$ cat src/hw/rtl/qvr_pkg.sv
// Package of the quaternion vector rotator: formats, derived widths, types, codes.
// No dependencies; the interfaces, modules and checker of the RTL import it.
package qvr_pkg;

  localparam int VEC_WIDTH = 16;
  localparam int QUAT_FRAC = 14;
  localparam int QUAT_BITS = 16;
  localparam int NUM_LANES = 3;

  localparam int PROD_W    = 2 * QUAT_BITS;
  localparam int ENTRY_W   = PROD_W + 2;
  localparam int COEF_W    = ENTRY_W - QUAT_FRAC;
  localparam int MUL_W     = COEF_W + VEC_WIDTH;
  localparam int SUM_W     = MUL_W + 2;
  localparam int RND_RAW_W = SUM_W - QUAT_FRAC;
  localparam int RND_W     = (RND_RAW_W > VEC_WIDTH) ? RND_RAW_W : VEC_WIDTH + 1;

  localparam logic CMD_ROTATE  = 1'b0;
  localparam logic CMD_INVERSE = 1'b1;

  typedef logic signed [QUAT_BITS-1:0] quat_t;
  typedef logic signed [VEC_WIDTH-1:0] vec_t;
  typedef logic signed [PROD_W-1:0]    prod_t;
  typedef logic signed [COEF_W-1:0]    coef_t;

  typedef coef_t coef_row_t [NUM_LANES];
  typedef coef_t coef_mat_t [NUM_LANES][NUM_LANES];
  typedef vec_t  vec_arr_t  [NUM_LANES];

  localparam vec_t VEC_MAX = {1'b0, {(VEC_WIDTH-1){1'b1}}};
  localparam vec_t VEC_MIN = {1'b1, {(VEC_WIDTH-1){1'b0}}};

  typedef struct packed {
    logic s1;
    logic s2;
    logic s3;
    logic s4;
  } qvr_pipe_en_t;

endpackage

$ cat src/hw/rtl/qvr_lane.sv
// One output lane: dot product of a coefficient row with the vector, then rounding
// and saturation, two pipeline stages. Depends on qvr_pkg.
module qvr_lane import qvr_pkg::*; (
  input  logic         clk,
  input  qvr_pipe_en_t pipe_en,
  input  coef_row_t    coef_row,
  input  vec_arr_t     vec,
  output vec_t         res,
  output logic         hit
);

  typedef logic signed [MUL_W-1:0] mul_t;
  typedef logic signed [SUM_W-1:0] sum_t;
  typedef logic signed [RND_W-1:0] rnd_t;

  localparam sum_t SUM_HALF = sum_t'(1) <<< (QUAT_FRAC - 1);

  mul_t mul_r [NUM_LANES];
  sum_t sum;
  sum_t shifted;
  rnd_t rnd;
  logic [RND_W-VEC_WIDTH:0] upper;
  logic over;
  vec_t res_nxt;
  vec_t res_r;
  logic hit_r;

  always_ff @(posedge clk) begin
    if (pipe_en.s3) begin
      for (int j = 0; j < NUM_LANES; j++) begin
        mul_r[j] <= mul_t'(coef_row[j]) * mul_t'(vec[j]);
      end
    end
  end

  always_comb begin
    sum = SUM_HALF;
    for (int j = 0; j < NUM_LANES; j++) begin
      sum = sum + sum_t'(mul_r[j]);
    end
    shifted = sum >>> QUAT_FRAC;
    rnd     = rnd_t'(shifted);
    upper   = rnd[RND_W-1:VEC_WIDTH-1];
    over    = !((&upper) || !(|upper));
    if (over) begin
      res_nxt = rnd[RND_W-1] ? VEC_MIN : VEC_MAX;
    end else begin
      res_nxt = rnd[VEC_WIDTH-1:0];
    end
  end

  always_ff @(posedge clk) begin
    if (pipe_en.s4) begin
      res_r <= res_nxt;
      hit_r <= over;
    end
  end

  assign res = res_r;
  assign hit = hit_r;

endmodule

$ cat config.mk
export PLATFORM = sky130hd
export DESIGN_NAME = qvr_lane
export DESIGN_NICKNAME = d
export VERILOG_FILES = /design/src/hw/rtl/qvr_pkg.sv /design/src/hw/rtl/qvr_lane.sv
export SDC_FILE = /design/constraint.sdc
export NUM_CORES = 2
export LEC_CHECK = 0
export ABC_AREA = 0
export BUFFER_PORTS_ARGS = -buffer_cell sky130_fd_sc_hd__buf_2
export CAP_MARGIN = 20
export CORE_MARGIN = 1
export CORE_UTILIZATION = 24
export DETAILED_ROUTE_END_ITERATION = 10
export PLACE_DENSITY = 0.38
export SLEW_MARGIN = 30
export SYNTH_ARGS = -nofsm -noshare
export SYNTH_HDL_FRONTEND = slang
export SYNTH_SLANG_ARGS = --single-unit
$ cat constraint.sdc
create_clock -name clk -period 9 [get_ports clk]
set_clock_uncertainty 0.2 [all_clocks]
set_input_delay 1.8 -clock clk [delete_from_list [all_inputs] [get_ports clk]]
set_output_delay 1.8 -clock clk [all_outputs]
set_load 0.05 [all_outputs]
## Yosys cells after proc, flatten, opt, wreduce, memory -nomap -nowiden

Memories as Yosys holds them, arrays and structs flattened.
Index checks and enable logic that the tools add are counted.

- Logic and storage cells: 18
- Bits in writable memories: 108
- Output and inout port bits: 17
- Bits in registers: 17
- Memories: 1

- Multiply operators: 3
- Mux-type cells: 4
- $add $sub $neg: 3
- Reductions and logical operators: 5

Memory list:

| name | depth | width | read ports | clocked after Yosys merged registers in | wr ports | line | text |
|---|---|---|---|---|---|---|---|
| mul_r | 3 | 36 | 3 | 0 | 3 | qvr_lane.sv:18 | `mul_t mul_r [NUM_LANES];` |

Operator list:

| cell | count |
|---|---|
| $mul 20x16->36 | 3 |
| $add 37x36->38 | 1 |
| $add 38x36->38 | 1 |
| $add 15x36->37 const A | 1 |
| $mux 16 | 2 |
| $reduce_and 9->1 | 1 |
| $reduce_or 9->1 | 1 |
| $logic_not 1->1 | 2 |
| $mux 1 | 2 |
| $logic_or 1x1->1 | 1 |

## Logic depth before layout (Yosys ltp)

- Depth in word-level cells: 7
- Gate-level depth with buffers: 25

## Worst setup path before layout

No wires, ideal clock.

- Path kind: input to register
- From: in vec[23] (netlist name)
- To: mem mul_r[0][71] (netlist name) (data pin)
- Arrival time: 7.681 ns
- Cell stages on the path: 24
- Path buffers: 1
- Setup slack: 0.859 ns
- Cell sequence: clkbuf_1 nand2_1 fa_1 inv_1 fa_1 inv_1 fa_1 inv_1 fa_1 fa_1 inv_1 fa_1 inv_1 ha_1 nand2_1 o21ai_0 nor3_1 a2111oi_1 o31ai_1 a2111oi_0 o31ai_1 o21ai_1 a21oi_1 xnor2_1

RTL lines:

| item | line | text |
|---|---|---|
| from (decl) | qvr_lane.sv:7 | `input vec_arr_t vec,` |
| to (decl) | qvr_lane.sv:18 |  |

==> impl_metrics.py <==
metrics = {
    "cts": {
        "clock_path_buffers": 2,
        "cts_tree": "built",
        "cts_sinks": 125,
        "clkSlewWorstSetupHoldPaths_ps": 60,
        "htreeDepth": 4,
        "cts_root_buf": "clkbuf_16",
        "cts_buffers": 17,
        "postCtsResizedCells": 0,
        "cts_setup_buffers": 0,
        "ctsHoldBuffers": 0,
        "clk_latency_ps": 430,
    },
    "setup_path": {
        "critPathKind": "in2reg",
        "reg2reg_depth": 13,
        "cp-end-kind": "flip-flop",
        "worst-r2r-setup-slack_ps": 3430,
        "crit_required_ps": 8960,
        "r2r-start": "mul_r[0][84]$_DFFE_PP_",
        "critPathArrivalTime_ps": 8370,
        "critPathLaunchType": "input pin",
        "r2r-end": "res[0]$_DFFE_PP_",
        "cp_max_fo": 16,
        "critPathLaunch": "vec[17]",
    },
    "floorplanning": {
        "initial_core_util_pct": 24.3,
        "die_h_um": 420,
        "dieArea_um2": 176000,
        "core_um2": 172000,
        "chipWidth_um": 420,
        "num_rows": 152,
        "io_pins": 130,
    },
    "routing": {
        "wl_met2_um": 56300,
        "ant_nets": 0,
        "firstDrtPassIters": 5,
        "dr_total_vias": 28000,
        "dr_wl_met3_um": 2070,
        "drcViolationCount": 0,
        "wl_met1_um": 53800,
        "routedWlPerCell_um": 16.9,
        "drt-initial-drc-count": 1202,
        "totalWireLength_um": 114000,
        "viasPerCell": 4.15,
        "routed.top_layer": "met5",
    },
    "logic_synthesis": {
        "ys_ff_latch": 125,
        "synth_ff_type": "edfxtp_1",
        "synth_edf_count": 125,
        "synth_top_area_share_pct": 47.3,
        "async_flop_share_pct": 0,
        "synth_top_cell_by_area": "fa_1",
        "synth_area_leaders": "fa_1 47%, ha_1 10%, inv_1 9.5%, edfxtp_1 9.0%, and2_1 6.8%",
        "syn_inst": 4364,
        "ys_seq_area_share_pct": 8.96,
        "syn_avg_cell_area_um2": 9.60,
        "ys_types": 72,
        "yosys.cell_count.top_type": "inv_1",
        "yosys_warnings": 0,
        "synthTopCellsByCount": "1063 x inv_1, 989 x fa_1, 510 x nand2_1, 453 x and2_1, 340 x ha_1",
        "syn_area_um2": 41900,
        "synth_nets": 5806,
    },
    "global_route": {
        "gr-total-overflow": 0,
        "grt_pass1_vias": 31800,
        "grt_pass1_wl_um": 185000,
        "grt_use_total_pct": 13.6,
        "grt_max_degree": 67,
        "antenna_found_initial": 11,
    },
    "final_layout": {
        "finalNetCount": 5861,
        "fin_cells": 6743,
        "drive_gt1_share_pct": 5.64,
        "syn_to_final_growth_pct": 9.67,
    },
    "placement": {
        "place_congestion": 0.781,
        "dp_hpwl_um": 97600,
        "port_buffers": 127,
        "dpl.cell_count": 6710,
    },
    "timing": {
        "rsz0062_at_grt": "no",
        "fin_crit_ps": 8420,
        "holdWs_ps": 976,
        "period_share_pct": 93.5,
        "maxSlewHeadroom_pct": 35.9,
        "timing_hold_violations_final": 0,
        "final.setup.tns_ps": 0,
        "max_freq_mhz": 119,
        "drv_slew": 0,
        "finalSetupViolations": 0,
        "tightest_slew_ps": 958,
    },
    "job": {
        "max_cap_viol_count": 0,
    },
    "hold_path": {
        "min_to": "res[15]$_DFFE_PP_",
        "min_from": "mul_r[0][107]$_DFFE_PP_",
        "hp-class": "reg2reg",
        "hold_depth": 5,
    },
    "outcome": {
        "status": "complete, no violations",
    },
}
-- cell type report --
type	count	area (um^2)
clock inverters	15	185
fillers	18600	127000
flip-flops and latches	125	3750
inverters	1065	4000
multi-input cells	3013	33500
well taps	2310	2890
repair buffers	197	1160
clock buffers	17	425
diodes	1	2.50
-- worst max-delay path, stage by stage --
cell	delay, ps
buf_2	370
nand2_1	150
fa_1	540
fa_1	550
fa_1	520
inv_1	60
fa_1	510
fa_1	520
inv_1	60
fa_1	490
inv_1	40
ha_1	380
nand2_1	70
o21ai_0	260
nor3_1	110
a2111oi_1	580
o31ai_1	220
a2111oi_0	430
buf_4	200
o31ai_1	130
o21ai_1	160
a21oi_1	90
xnor2_1	160
-- metrics by stage --
| stage | setup slack, ps | util [%] | instance area, um^2 |
|---|---|---|---|
| 2_1_floorplan | 859 | - | 41900 |
| 3_5_place_dp | 157 | 26.3 | 45300 |
| 3_3_place_gp | 109 | 26.3 | 45300 |
| 5_1_grt | 77.1 | 26.6 | 45900 |
| 4_1_cts | 576 | 26.6 | 45900 |
| 6_report | 585 | 26.6 | 45900 |
-- state kept, by name, summed over array words and instances, names as in the netlist --
| name | count |
|---|---|
| res | 16 |
| mul_r | 108 |
| hit | 1 |
-- placed cells by master, fill, tap and decap left out, drive strengths merged, types with 33 or more instances in the layout --
cell	n
a21oi	97
ha	340
xor2	33
buf	197
o21ai	68
nand2	510
fa	989
edfxtp	125
inv	1069
nor2	111
and2	454
xnor2	97
a21o	59
-- metal layers --
metal / GRT usage (%) / vias to the layer above
met2: 23.8 / 299
met4: 2.23 / 2
met3: 0.960 / 80
met5: 0 / -
li1: - / 13100
met1: 18.7 / 14500
-- cells by family after synthesis --
logic type | count (synthesis) | share of synthesized area, %
adder cells (fa/ha/maj) | 1329 | 57.4
AND/OR/NAND/NOR | 1206 | 14.3
buffers and inverters | 1226 | 11.0
multiplexers | 4 | 0.0956
XOR/XNOR | 130 | 2.72
AO/OA/AOI/OAI | 344 | 5.47
flip-flops | 125 | 8.96
-- worst max path at each step --
stage | endpoint | slack (ps) | cells after the start
floorplan | mul_r[0][71]$_DFFE_PP_ | 860 | 24
global placement | mul_r[0][71]$_DFFE_PP_ | 110 | 23
detailed placement | mul_r[0][71]$_DFFE_PP_ | 160 | 23
CTS | mul_r[0][71]$_DFFE_PP_ | 580 | 23
global route | mul_r[0][71]$_DFFE_PP_ | 80 | 25
finish | mul_r[0][71]$_DFFE_PP_ | 580 | 23
Power is not shown: default switching activity piles up to over one toggle a cycle in this logic, so the estimate is an artifact.
